### src/hw/rtl/i2cm_pkg.sv
// ----------------------------------------------------------------------------
// I2C master bit engine package
// Shared types and constants for the tick-driven I2C master.
// ----------------------------------------------------------------------------
`default_nettype none

package i2cm_pkg;

	// Command codes carried by each tick.
	localparam logic [2:0] CMD_NONE  = 3'd0;
	localparam logic [2:0] CMD_START = 3'd1;
	localparam logic [2:0] CMD_STOP  = 3'd2;
	localparam logic [2:0] CMD_WRITE = 3'd3;
	localparam logic [2:0] CMD_READ  = 3'd4;

	// Bits per byte and the MSB select of a byte.
	localparam logic [3:0] BIT_TOTAL     = 4'd8;
	localparam int unsigned MSB_POS      = 7;
	localparam logic [7:0] HALF_RESET    = 8'd4;

	// Bus sequencer phases. Each phase is one segment of the bus waveform.
	typedef enum logic [4:0] {
		PH_IDLE = 5'd0,
		PH_ST0  = 5'd1,
		PH_ST1  = 5'd2,
		PH_ST2  = 5'd3,
		PH_SP0  = 5'd4,
		PH_SP1  = 5'd5,
		PH_SP2  = 5'd6,
		PH_W0   = 5'd7,
		PH_W1   = 5'd8,
		PH_WB0  = 5'd9,
		PH_WB1  = 5'd10,
		PH_WB2  = 5'd11,
		PH_WA0  = 5'd12,
		PH_WA1  = 5'd13,
		PH_WA2  = 5'd14,
		PH_WA3  = 5'd15,
		PH_RB0  = 5'd16,
		PH_RB1  = 5'd17,
		PH_RB2  = 5'd18,
		PH_RB3  = 5'd19,
		PH_RK0  = 5'd20,
		PH_RK1  = 5'd21,
		PH_RK2  = 5'd22,
		PH_RK3  = 5'd23
	} phase_t;

	// One input tick.
	typedef struct packed {
		logic [2:0] cmd;
		logic [7:0] wr_byte;
		logic       sda_in;
	} item_t;

	// One result per tick.
	typedef struct packed {
		logic       scl_level;
		logic       sda_level;
		logic       sda_drive;
		logic       busy_res;
		logic       rd_valid;
		logic [7:0] rd_byte;
	} rslt_t;

	// Handshake status between the output stage and the top level.
	typedef struct packed {
		logic valid;
		logic can_load;
	} ostat_t;

endpackage

`default_nettype wire

### src/hw/rtl/i2c_master_bit_engine_top.sv
// Flow: an accepted input beat is loaded into the input register, then worked into
// the result register once that slot is free, so a full result slot can stall it.
// Throughput: one tick per clock while out_ready holds; the input register refills
// while the result register drains, so back-to-back beats flow without bubbles.
// Reset: arst_n clears both stages and returns the bus to idle with SCL and SDA
// high and driven; half_ticks returns to four.
// ----------------------------------------------------------------------------
// I2C master bit engine top level
// Tick-driven I2C master with valid/ready channels and one config register.
// ----------------------------------------------------------------------------
`default_nettype none

module i2c_master_bit_engine_top (
	input  wire logic       clk,
	input  wire logic       arst_n,
	input  wire logic       cfg_wr_en,
	input  wire logic [7:0] cfg_wr_data,
	input  wire logic       in_valid,
	output logic            in_ready,
	input  wire logic [2:0] cmd,
	input  wire logic [7:0] wr_byte,
	input  wire logic       sda_in,
	output logic            out_valid,
	input  wire logic       out_ready,
	output logic            scl_level,
	output logic            sda_level,
	output logic            sda_drive,
	output logic            busy_res,
	output logic            rd_valid,
	output logic [7:0]      rd_byte
);

	logic             valid_s1;
	i2cm_pkg::item_t  item_s1;
	logic             step;
	i2cm_pkg::rslt_t  rslt;
	i2cm_pkg::rslt_t  rslt_q;
	i2cm_pkg::ostat_t ostat;

	// A tick is worked when the input register holds one and the result slot is free.
	assign step     = valid_s1 && ostat.can_load;
	assign in_ready = !valid_s1 || step;

	// Input register.
	always_ff @(posedge clk or negedge arst_n) begin
		if (!arst_n) begin
			valid_s1 <= 1'b0;
		end else if (in_ready) begin
			valid_s1 <= in_valid;
		end
	end

	always_ff @(posedge clk) begin
		if (in_ready && in_valid) begin
			item_s1 <= '{cmd: cmd, wr_byte: wr_byte, sda_in: sda_in};
		end
	end

	// Bus sequencer.
	i2cm_seq u_seq (
		.clk         (clk),
		.arst_n      (arst_n),
		.cfg_wr_en   (cfg_wr_en),
		.cfg_wr_data (cfg_wr_data),
		.step        (step),
		.item        (item_s1),
		.rslt        (rslt)
	);

	// Result register.
	i2cm_out_stage u_out (
		.clk       (clk),
		.arst_n    (arst_n),
		.load      (step),
		.rslt      (rslt),
		.out_ready (out_ready),
		.stat      (ostat),
		.rslt_q    (rslt_q)
	);

	assign out_valid = ostat.valid;
	assign scl_level = rslt_q.scl_level;
	assign sda_level = rslt_q.sda_level;
	assign sda_drive = rslt_q.sda_drive;
	assign busy_res  = rslt_q.busy_res;
	assign rd_valid  = rslt_q.rd_valid;
	assign rd_byte   = rslt_q.rd_byte;

endmodule

`default_nettype wire

### src/hw/rtl/i2cm_seq.sv
// ----------------------------------------------------------------------------
// I2C master bus sequencer
// Holds the bus state and works one tick per step into a result.
// ----------------------------------------------------------------------------
`default_nettype none

module i2cm_seq (
	input  wire logic           clk,
	input  wire logic           arst_n,
	input  wire logic           cfg_wr_en,
	input  wire logic [7:0]     cfg_wr_data,
	input  wire logic           step,
	input  wire i2cm_pkg::item_t item,
	output i2cm_pkg::rslt_t     rslt
);

	i2cm_pkg::phase_t phase_q;
	logic [7:0]       tick_q;
	logic [3:0]       bit_q;
	logic [7:0]       shift_q;
	logic             scl_q;
	logic             sda_q;
	logic             dir_q;
	logic [7:0]       half_ticks_q;

	// Values after command pickup and segment entry.
	i2cm_pkg::phase_t ph0;
	logic [7:0]       tick0;
	logic [3:0]       bit0;
	logic [7:0]       shift1;
	logic             scl1;
	logic             sda1;
	logic             dir1;

	// Next-state values.
	i2cm_pkg::phase_t phase_d;
	logic [7:0]       tick_d;
	logic [3:0]       bit_d;
	logic [3:0]       bit_inc;
	logic [7:0]       seg_raw;
	logic [7:0]       seg_len;
	logic [8:0]       cnt;
	logic             seg_done;
	logic             busy;

	// Configuration register.
	always_ff @(posedge clk or negedge arst_n) begin
		if (!arst_n) begin
			half_ticks_q <= i2cm_pkg::HALF_RESET;
		end else if (cfg_wr_en) begin
			half_ticks_q <= cfg_wr_data;
		end
	end

	// Command pickup while idle, then the pin changes of a fresh segment.
	always_comb begin
		ph0    = phase_q;
		tick0  = tick_q;
		bit0   = bit_q;
		shift1 = shift_q;
		scl1   = scl_q;
		sda1   = sda_q;
		dir1   = dir_q;
		if (phase_q == i2cm_pkg::PH_IDLE) begin
			case (item.cmd)
				i2cm_pkg::CMD_START: begin
					ph0 = i2cm_pkg::PH_ST0; tick0 = '0; bit0 = '0;
				end
				i2cm_pkg::CMD_STOP: begin
					ph0 = i2cm_pkg::PH_SP0; tick0 = '0; bit0 = '0;
				end
				i2cm_pkg::CMD_WRITE: begin
					ph0 = i2cm_pkg::PH_W0; tick0 = '0; bit0 = '0;
					shift1 = item.wr_byte;
				end
				i2cm_pkg::CMD_READ: begin
					ph0 = i2cm_pkg::PH_RB0; tick0 = '0; bit0 = '0;
					shift1 = '0;
				end
				default: begin
				end
			endcase
		end
		if (tick0 == 8'd0) begin
			unique case (ph0)
				i2cm_pkg::PH_ST0: begin scl1 = 1'b1; sda1 = 1'b1; end
				i2cm_pkg::PH_ST1: sda1 = 1'b0;
				i2cm_pkg::PH_ST2: scl1 = 1'b0;
				i2cm_pkg::PH_SP1: scl1 = 1'b1;
				i2cm_pkg::PH_SP2: sda1 = 1'b1;
				i2cm_pkg::PH_W1:  scl1 = 1'b0;
				i2cm_pkg::PH_WB0: sda1 = shift1[i2cm_pkg::MSB_POS];
				i2cm_pkg::PH_WB1: scl1 = 1'b1;
				i2cm_pkg::PH_WB2: begin scl1 = 1'b0; shift1 = {shift1[6:0], 1'b0}; end
				i2cm_pkg::PH_WA0: sda1 = 1'b1;
				i2cm_pkg::PH_WA1: scl1 = 1'b1;
				i2cm_pkg::PH_WA2: scl1 = 1'b0;
				i2cm_pkg::PH_WA3: sda1 = 1'b0;
				i2cm_pkg::PH_RB0: begin scl1 = 1'b0; sda1 = 1'b1; dir1 = 1'b0; end
				i2cm_pkg::PH_RB1: scl1 = 1'b1;
				i2cm_pkg::PH_RB2: shift1 = {shift1[6:0], item.sda_in};
				i2cm_pkg::PH_RB3: scl1 = 1'b0;
				i2cm_pkg::PH_RK1: begin dir1 = 1'b1; sda1 = 1'b0; end
				i2cm_pkg::PH_RK2: scl1 = 1'b1;
				i2cm_pkg::PH_RK3: scl1 = 1'b0;
				default: begin
				end
			endcase
		end
	end

	// Segment length: half the period around the read sample point, never below one.
	assign busy     = (ph0 != i2cm_pkg::PH_IDLE);
	assign seg_raw  = (ph0 == i2cm_pkg::PH_RB1 || ph0 == i2cm_pkg::PH_RB2) ?
		{1'b0, half_ticks_q[7:1]} : half_ticks_q;
	assign seg_len  = (seg_raw == 8'd0) ? 8'd1 : seg_raw;
	assign cnt      = {1'b0, tick0} + 9'd1;
	assign seg_done = busy && (cnt >= {1'b0, seg_len});
	assign bit_inc  = bit0 + 4'd1;

	// Next phase, tick count and bit index.
	always_comb begin
		phase_d = ph0;
		tick_d  = tick0;
		bit_d   = bit0;
		if (busy) begin
			if (seg_done) begin
				tick_d = '0;
				unique case (ph0) inside
					i2cm_pkg::PH_ST2, i2cm_pkg::PH_SP2,
					i2cm_pkg::PH_WA3, i2cm_pkg::PH_RK3: phase_d = i2cm_pkg::PH_IDLE;
					i2cm_pkg::PH_WB2: begin
						bit_d   = bit_inc;
						phase_d = (bit_inc < i2cm_pkg::BIT_TOTAL) ?
							i2cm_pkg::PH_WB0 : i2cm_pkg::PH_WA0;
					end
					i2cm_pkg::PH_RB3: begin
						bit_d   = bit_inc;
						phase_d = (bit_inc < i2cm_pkg::BIT_TOTAL) ?
							i2cm_pkg::PH_RB0 : i2cm_pkg::PH_RK0;
					end
					default: phase_d = i2cm_pkg::phase_t'(ph0 + 5'd1);
				endcase
			end else begin
				tick_d = cnt[7:0];
			end
		end
	end

	// Result of this tick.
	always_comb begin
		rslt.scl_level = scl1;
		rslt.sda_level = sda1;
		rslt.sda_drive = dir1;
		rslt.busy_res  = busy;
		rslt.rd_valid  = seg_done && (ph0 == i2cm_pkg::PH_RK3);
		rslt.rd_byte   = (seg_done && (ph0 == i2cm_pkg::PH_RK3)) ? shift1 : 8'd0;
	end

	// State registers advance once per tick.
	always_ff @(posedge clk or negedge arst_n) begin
		if (!arst_n) begin
			phase_q <= i2cm_pkg::PH_IDLE;
			tick_q  <= '0;
			bit_q   <= '0;
			shift_q <= '0;
			scl_q   <= 1'b1;
			sda_q   <= 1'b1;
			dir_q   <= 1'b1;
		end else if (step) begin
			phase_q <= phase_d;
			tick_q  <= tick_d;
			bit_q   <= bit_d;
			shift_q <= shift1;
			scl_q   <= scl1;
			sda_q   <= sda1;
			dir_q   <= dir1;
		end
	end

endmodule

`default_nettype wire

### src/hw/rtl/i2cm_out_stage.sv
// ----------------------------------------------------------------------------
// I2C master output stage
// Result register that holds a beat until the consumer takes it.
// ----------------------------------------------------------------------------
`default_nettype none

module i2cm_out_stage (
	input  wire logic            clk,
	input  wire logic            arst_n,
	input  wire logic            load,
	input  wire i2cm_pkg::rslt_t rslt,
	input  wire logic            out_ready,
	output i2cm_pkg::ostat_t     stat,
	output i2cm_pkg::rslt_t      rslt_q
);

	logic valid_q;

	// The slot can take a new beat when empty or when it drains this cycle.
	assign stat.valid    = valid_q;
	assign stat.can_load = !valid_q || out_ready;

	// Valid flag.
	always_ff @(posedge clk or negedge arst_n) begin
		if (!arst_n) begin
			valid_q <= 1'b0;
		end else if (load) begin
			valid_q <= 1'b1;
		end else if (out_ready) begin
			valid_q <= 1'b0;
		end
	end

	// Payload needs no reset.
	always_ff @(posedge clk) begin
		if (load) begin
			rslt_q <= rslt;
		end
	end

endmodule

`default_nettype wire

### config.mk
export PLATFORM = sky130hd
export DESIGN_NAME = i2c_master_bit_engine_top
export DESIGN_NICKNAME = d
export VERILOG_FILES = /design/src/hw/rtl/i2cm_pkg.sv /design/src/hw/rtl/i2c_master_bit_engine_top.sv /design/src/hw/rtl/i2cm_seq.sv /design/src/hw/rtl/i2cm_out_stage.sv
export SDC_FILE = /design/constraint.sdc
export NUM_CORES = 1
export LEC_CHECK = 0
export BUFFER_PORTS_ARGS = -buffer_cell sky130_fd_sc_hd__buf_2
export CAP_MARGIN = 25
export CELL_PAD_IN_SITES_DETAIL_PLACEMENT = 0
export CELL_PAD_IN_SITES_GLOBAL_PLACEMENT = 1
export CORE_AREA = 2 2 90 92
export CTS_BUF_LIST = sky130_fd_sc_hd__clkbuf_16
export CTS_CLUSTER_SIZE = 24
export DETAILED_ROUTE_END_ITERATION = 8
export DIE_AREA = 0 0 92 94
export HOLD_SLACK_MARGIN = 0.05
export PLACE_DENSITY_LB_ADDON = 0.1
export RECOVER_POWER = 100
export REMOVE_ABC_BUFFERS = 1
export SLEW_MARGIN = 10
export SYNTH_ARGS = -nofsm -noshare
export SYNTH_HDL_FRONTEND = slang
export SYNTH_SLANG_ARGS = --single-unit
export TNS_END_PERCENT = 5
### constraint.sdc
create_clock -name clk -period 9.7 [get_ports clk]
set_clock_uncertainty 0.1 [all_clocks]
set_input_delay 1.94 -clock clk [delete_from_list [all_inputs] [get_ports clk]]
set_output_delay 1.94 -clock clk [all_outputs]
set_load 0.02 [all_outputs]
==> flow_summary.json, run 1 <==
{
  "reg2reg_from": "u_seq.phase_q[3]",
  "status": "finished, violations left",
  "htreeDepth": 3,
  "cts_tree": "yes",
  "drt-vias-per-instance": 5.92,
  "synthFlopType": "dfrtp_1",
  "start_util_pct": 49.6,
  "critPathSlowestCell": "dfrtp_1",
  "synthAdderAreaFrac_pct": 5.57,
  "slew_headroom_pct": -44.5,
  "io_pins": 40,
  "synthCells": 378,
  "wirelength_mm": 8.94,
  "critical_path_class": "reg -> reg",
  "reg2reg_slack_ns": 4.64,
  "worstPathCellList": "nor2_1 -> and3_1 -> a21oi_1 -> inv_1 -> ha_1 -> o21a_1 -> mux2i_1 -> ha_1 -> a211oi_1 -> o211ai_1 -> o221ai_1 -> nand2_1 -> nand3_1 -> nor2_1",
  "route.met2.wl_mm": 4.00,
  "critical_path_arrival_ns": 5.02,
  "grt.total_usage_pct": 22.3,
  "synth.area.top_cells": "dfrtp_1, edfxtp_1, ha_1",
  "wl_met1_mm": 4.33,
  "cts_buffers": 9,
  "ys_types": 64,
  "yosysSeqAreaShare_pct": 45.2,
  "path_depth": 14,
  "yosys.area_share.simple_pct": 16.5,
  "top_layer_used": "met4",
  "power.density_mw_per_mm2": 284,
  "tns_ns": 0,
  "hold_path_class": "reg -> reg",
  "num_rows": 32,
  "cp_max_fo": 17,
  "max_cap_violations": 2,
  "clockBufferDepth": 2,
  "antenna_cells": 0,
  "die_h_um": 94,
  "ant_nets": 0,
  "total_leakage_power_nw": 1.70,
  "rsz0062_at_grt": "no",
  "cpLargestDelayFamily": "simple AND/OR/NAND/NOR gates",
  "worst_hold_slack_ns": 0.407,
  "synth.avg_cell_area_um2": 9.99,
  "fillers": 713,
  "drive_gt1_share_pct": 14.7,
  "dr.pass1.iters": 5,
  "nNetsFinal": 452,
  "wl_per_cell_um": 17.3,
  "drtIter0Drc": 233,
  "syn_area_mm2": 0.00378,
  "drc": 0,
  "fin_crit_ns": 5.06,
  "layout_common_cells": "nand2_1, nor2_1, dfrtp_1",
  "async_flop_share_pct": 60.3,
  "dieArea_mm2": 0.00865,
  "synth_top_cell_area_share_pct": 22.5,
  "clk_latency_ns": 0.33,
  "syn2layout_area_growth_pct": 13.2,
  "drv_slew": 67,
  "grt_max_degree": 39,
  "r2r-end": "u_out.rslt_q[0]",
  "critPathMaxStageDelay_ns": 0.55,
  "yosysWarnings": 0,
  "cts_setup_buffers": 0,
  "synthMuxAreaShare_pct": 6.69,
  "synth-seq-cells": 63,
  "synth_edf_count": 25,
  "grt_pass1_vias": 2904,
  "synth_xor_area_share_pct": 1.16,
  "hpwl_mm": 6.12,
  "yosys.area.top_type": "dfrtp_1",
  "synth_top_family_by_area": "compound AO/OA/AOI/OAI gates",
  "max_freq_mhz": 198,
  "violations": "capacitance limit, slew limit",
  "grt_pass1_wl_mm": 15.0,
  "critPathRequiredTime_ns": 9.66,
  "core_mm2": 0.00761,
  "die_w_um": 92,
  "met3_length_um": 439,
  "synth_compound_area_share_pct": 21.6,
  "port_buffers": 39,
  "final_common_cell": "nand2_1",
  "grt-ovfl-total": 0,
  "place.gp.congestion": 0.841,
  "clkTransAtPathRegs_ns": 0.06,
  "r2r_cells": 14,
  "postLayoutCoreUtil_pct": 56.2,
  "cp_num_buf_inv": 1,
  "antenna_found_initial": 0,
  "ctsResizeCount": 0,
  "worstMarginPinSlew_ns": 2.17,
  "numClockSinks": 63,
  "period_share_pct": 52.2,
  "critPathCapture": "u_out.rslt_q[0]",
  "ir_drop_mv": 0.118,
  "critPathLaunch": "u_seq.phase_q[3]",
  "worstSetupEndpointType": "flip-flop",
  "finalSetupViolCount": 0,
  "vias": 3067,
  "clock-root-buffer": "clkbuf_16",
  "ctsHoldBuffers": 0,
  "finalHoldViolCount": 0,
  "startpoint_type": "flip-flop"
}
through the flow:
step	power (W)	setup slack, ns	instance area (um2)	instances
floorplan	0.000756	5.44	3700	359
global placement	0.000896	5.08	4030	502
detailed placement	0.000897	4.94	4030	502
CTS	0.00122	4.91	4330	518
global route	0.00130	4.20	4270	518
finish	0.00121	4.64	4270	518
kinds of logic after synthesis:
| family | after synthesis |
|---|---|
| simple gates | 124 |
| compound gates | 114 |
| flops | 63 |
| buf+inv | 31 |
| mux | 24 |
| fa+ha+maj | 17 |
| xor+xnor | 5 |
how the worst min path moves through the flow:
stage                                start          endpoint  slack (ns)  depth (start not counted)
final                             valid_s1     u_out.valid_q        0.41                          1
after global routing      u_seq.shift_q[5]  u_seq.shift_q[5]        0.44                          2
after detailed placement    u_seq.bit_q[1]    u_seq.bit_q[1]        0.40                          1
after global placement            valid_s1     u_out.valid_q        0.38                          1
after CTS                         valid_s1     u_out.valid_q        0.41                          1
after floorplan                   valid_s1     u_out.valid_q        0.36                          1
cell type report:
class	instances	area, um2	share of cell area, %
clock inverter	7	73.8	1.73
multi-input combinational	284	1910	44.7
sequential	63	1710	39.9
timing repair buffer	41	185	4.33
inverter	12	45.0	1.05
clock buffer	9	225	5.27
tap	102	128	2.99
worst register-to-register path: stages, from the launching register on:
cell,delay (ns)
dfrtp_1,0.55
nor2_1,0.49
and3_1,0.54
a21oi_1,0.21
inv_1,0.13
ha_1,0.33
o21a_1,0.46
mux2i_1,0.25
ha_1,0.27
a211oi_1,0.24
o211ai_1,0.11
o221ai_1,0.29
nand2_1,0.25
nand3_1,0.44
nor2_1,0.12
state kept, by name (all words and copies together) (netlist names):
signal	count
u_out.rslt_q	13
item_s1	12
u_seq.half_ticks_q	8
u_seq.shift_q	8
u_seq.tick_q	8
u_seq.phase_q	5
u_seq.bit_q	4
u_out.valid_q	1
u_seq.dir_q	1
u_seq.scl_q	1
u_seq.sda_q	1
valid_s1	1
synthesized netlist by cell type, types with 4 or more instances:
cell type	n
nand2_1	36
dfrtp_1	34
nor2_1	33
edfxtp_1	25
a21oi_1	21
clkbuf_1	16
ha_1	16
mux2i_1	14
o21ai_0	12
inv_1	11
o211ai_1	10
nand4_1	9
o21ai_1	9
mux2_2	8
nor2b_1	8
a211oi_1	7
a21o_1	6
a22o_1	6
and2_1	6
nand2b_1	6
nand3_1	5
o22ai_1	5
xor2_1	5
a31oi_1	4
and3_1	4
dfstp_2	4
o221ai_1	4
where the power goes:
group / total [W] / switching [W] / internal (W)
logic: 0.000505 / 0.000316 / 0.000190
clock network: 0.000319 / 0.000121 / 0.000198
registers: 0.000388 / 0.0000628 / 0.000325
total: 0.00121 / 0.000499 / 0.000713
layer usage:
metal / vias to the layer above / GRT usage, %
met4: 0 / 7.46
met2: 102 / 33.5
li1: 1494 / -
met1: 1456 / 32.3
met5: - / 0
met3: 15 / 4.74
(Power assumes the default switching activity.)
==> run 2: changes to the inputs <==
Settings changed: ABC_AREA set to 1, CORE_AREA 2 2 90 92 to 2 2 104 106, DIE_AREA 0 0 92 94 to 0 0 106 108.
Clock period 9.7 ns to 4.4 ns, I/O delays scaled along.
==> run 2 against run 1 <==
The run still ends with capacitance limit, slew limit left. Final area grew 6.6%. Sequential cell count is the same. Maximum frequency is 30% higher. Critical endpoint is now u_seq.tick_q[1]. Highest routed layer unchanged.
==> flow_summary.json, run 2 <==
{
  "status": "finished, violations left",
  "synthFlopType": "dfrtp_1",
  "p_total_w": 0.00306,
  "dr.pass1.iters": 5,
  "clk_latency_ns": 0.33,
  "cp_max_fo": 14,
  "worstPathCellList": "nor2_4 -> nand3_1 -> o21bai_2 -> inv_1 -> ha_1 -> o211ai_4 -> nand2_1 -> o21ai_0 -> inv_1 -> ha_1 -> nand2_1 -> inv_1 -> nand2_1 -> nand3_1 -> nand2_1 -> nand2_1 -> nand2_1 -> nand2_1 -> nor2_2 -> nand2_1 -> inv_2 -> nand2_1 -> a21oi_1",
  "yosys.area.top_type": "dfrtp_1",
  "htreeDepth": 3,
  "ant_nets": 0,
  "max_freq_mhz": 256,
  "power.density_mw_per_mm2": 672,
  "cts_tree": "yes",
  "wirelength_mm": 9.58,
  "rsz0062_at_grt": "no",
  "cp_num_buf_inv": 4,
  "wl_met1_mm": 4.54,
  "clock-root-buffer": "clkbuf_16",
  "grt-ovfl-total": 0,
  "worstSetupEndpointType": "flip-flop",
  "reg2reg_slack_ns": 0.50,
  "die_h_um": 108,
  "critPathRequiredTime_ns": 4.55,
  "core_mm2": 0.0102,
  "synth.area.top_cells": "dfrtp_1, edfxtp_1, nand2_1",
  "largest_reg_flops": 13,
  "critPathMaxStageDelay_ns": 0.50,
  "ctsHoldBuffers": 0,
  "clockBufferDepth": 2,
  "hold_path_class": "reg -> reg",
  "dieArea_mm2": 0.0114,
  "grt_max_degree": 39,
  "critPathSlowestCell": "dfrtp_1",
  "wl_per_cell_um": 13.6,
  "syn_area_mm2": 0.00403,
  "antenna_cells": 0,
  "drv_slew": 30,
  "nNetsFinal": 607,
  "clkTransAtPathRegs_ns": 0.05,
  "drtIter0Drc": 179,
  "startpoint_type": "flip-flop",
  "yosysSeqAreaShare_pct": 42.4,
  "synth_commonest_cells": "nand2_1, inv_1, nor2_1",
  "async_flop_share_pct": 60.3,
  "violations": "capacitance limit, slew limit",
  "yosysWarnings": 0,
  "cpLargestDelayFamily": "simple AND/OR/NAND/NOR gates",
  "reg2reg_from": "u_seq.phase_q[3]",
  "numClockSinks": 63,
  "place.gp.congestion": 0.862,
  "final_common_cell": "nand2_1",
  "r2r-end": "u_seq.tick_q[1]",
  "drt-vias-per-instance": 4.81,
  "grt_pass1_vias": 3245,
  "antenna_found_initial": 0,
  "min-delay-start": "u_seq.scl_q",
  "port_buffers": 39,
  "synth-seq-cells": 63,
  "ys_types": 39,
  "whs_endpoint": "u_seq.scl_q",
  "largest_registers": "u_out.rslt_q: 13 flops, item_s1: 12 flops",
  "finalSetupViolCount": 0,
  "tns_ns": 0,
  "io_pins": 40,
  "met3_length_um": 306,
  "cts_setup_buffers": 0,
  "max_cap_violations": 1,
  "fin_crit_ns": 3.90,
  "total_leakage_power_nw": 2.25,
  "critical_path_arrival_ns": 4.05,
  "grt_pass1_wl_mm": 16.1,
  "num_rows": 37,
  "synthCells": 527,
  "synth_edf_count": 25,
  "yosysMostFrequentCell": "nand2_1",
  "top_layer_used": "met4",
  "largest-register": "u_out.rslt_q",
  "drc": 0,
  "syn2layout_area_growth_pct": 13.1,
  "layout_common_cells": "nand2_1, inv_1, nor2_1",
  "slew_headroom_pct": -1.47,
  "vias": 3398,
  "critical_path_class": "reg -> reg",
  "finalHoldViolCount": 0,
  "synth.avg_cell_area_um2": 7.64,
  "worstMarginPinSlew_ns": 1.52,
  "path_common_cell": "nand2_1",
  "route.met2.wl_mm": 4.61,
  "synth_top_cell_area_share_pct": 21.1,
  "grt.total_usage_pct": 18.1,
  "hpwl_mm": 6.86,
  "period_share_pct": 88.6,
  "holdPathStages": 2,
  "drive_gt1_share_pct": 13.1,
  "die_w_um": 106,
  "r2r_cells": 23,
  "ir_drop_mv": 0.320,
  "start_util_pct": 39.3,
  "cts_buffers": 9
}
run 2: routing by layer:
metal | vias up | track usage, %
met1 | 1576 | 24.5
li1 | 1754 | -
met3 | 11 | 3.50
met5 | - | 0
met4 | 0 | 5.36
met2 | 57 | 29.7
run 2: layout make-up:
| type | instances | area (um2) |
|---|---|---|
| clock buffer | 10 | 250 |
| tap | 136 | 170 |
| fill | 1064 | 5680 |
| inverter | 69 | 259 |
| multi-input combinational | 381 | 1950 |
| timing repair buffer | 42 | 184 |
| clock inverter | 6 | 35.0 |
| sequential | 63 | 1710 |
run 2: how the worst max path moves through the flow:
stage	to	start	slack (ns)	cells after the start
final	u_seq.tick_q[1]	u_seq.phase_q[3]	0.50	23
after global routing	u_seq.tick_q[1]	u_seq.phase_q[3]	0.01	25
after CTS	u_seq.phase_q[2]	u_seq.phase_q[3]	0.30	24
after detailed placement	u_seq.phase_q[2]	u_seq.phase_q[3]	0.31	24
after global placement	u_seq.phase_q[2]	u_seq.phase_q[3]	0.44	24
after floorplan	u_seq.bit_q[0]	u_seq.phase_q[3]	0.88	23
run 2: report_power, final:
part / internal [W] / total, W / switching (W)
Sequential: 0.000773 / 0.000891 / 0.000118
Clock: 0.000411 / 0.000674 / 0.000264
Combinational: 0.000478 / 0.00149 / 0.00102
run 2: cell families (layout without fill, tap and decap cells):
family	after synthesis	after routing	share of synthesized area (%)
and+or+nand+nor	291	291	31.9
adders and majority gates	16	16	4.97
muxes	2	2	0.559
buffers and inverters	83	127	8.73
AOI/OAI and AO/OA	69	69	10.8
DFF	63	63	42.4
xor gates and xnor gates	3	3	0.653
run 2: through the flow:
stage               util, %  setup slack, ns  hold slack, ns  cells  instance area, um2
floorplan                 -            0.884           0.348    513                3930
global placement       42.2            0.442           0.356    690                4310
detailed placement     42.2            0.314           0.363    690                4310
CTS                    44.9            0.296           0.371    706                4600
global route           44.5           0.0145           0.401    707                4550
finish                 44.5            0.501           0.371    707                4550
run 2: worst min-delay path, delay by kind of cell (launching register included):
family           cells  cell delay [ns]
flip-flops           1             0.36
AND/OR/NAND/NOR      2             0.10
run 2: timing repair:
item,in CTS,in global routing
setup endpoints to repair,0,20
endpoints found under the hold margin,0,0
gates resized for setup,0,2
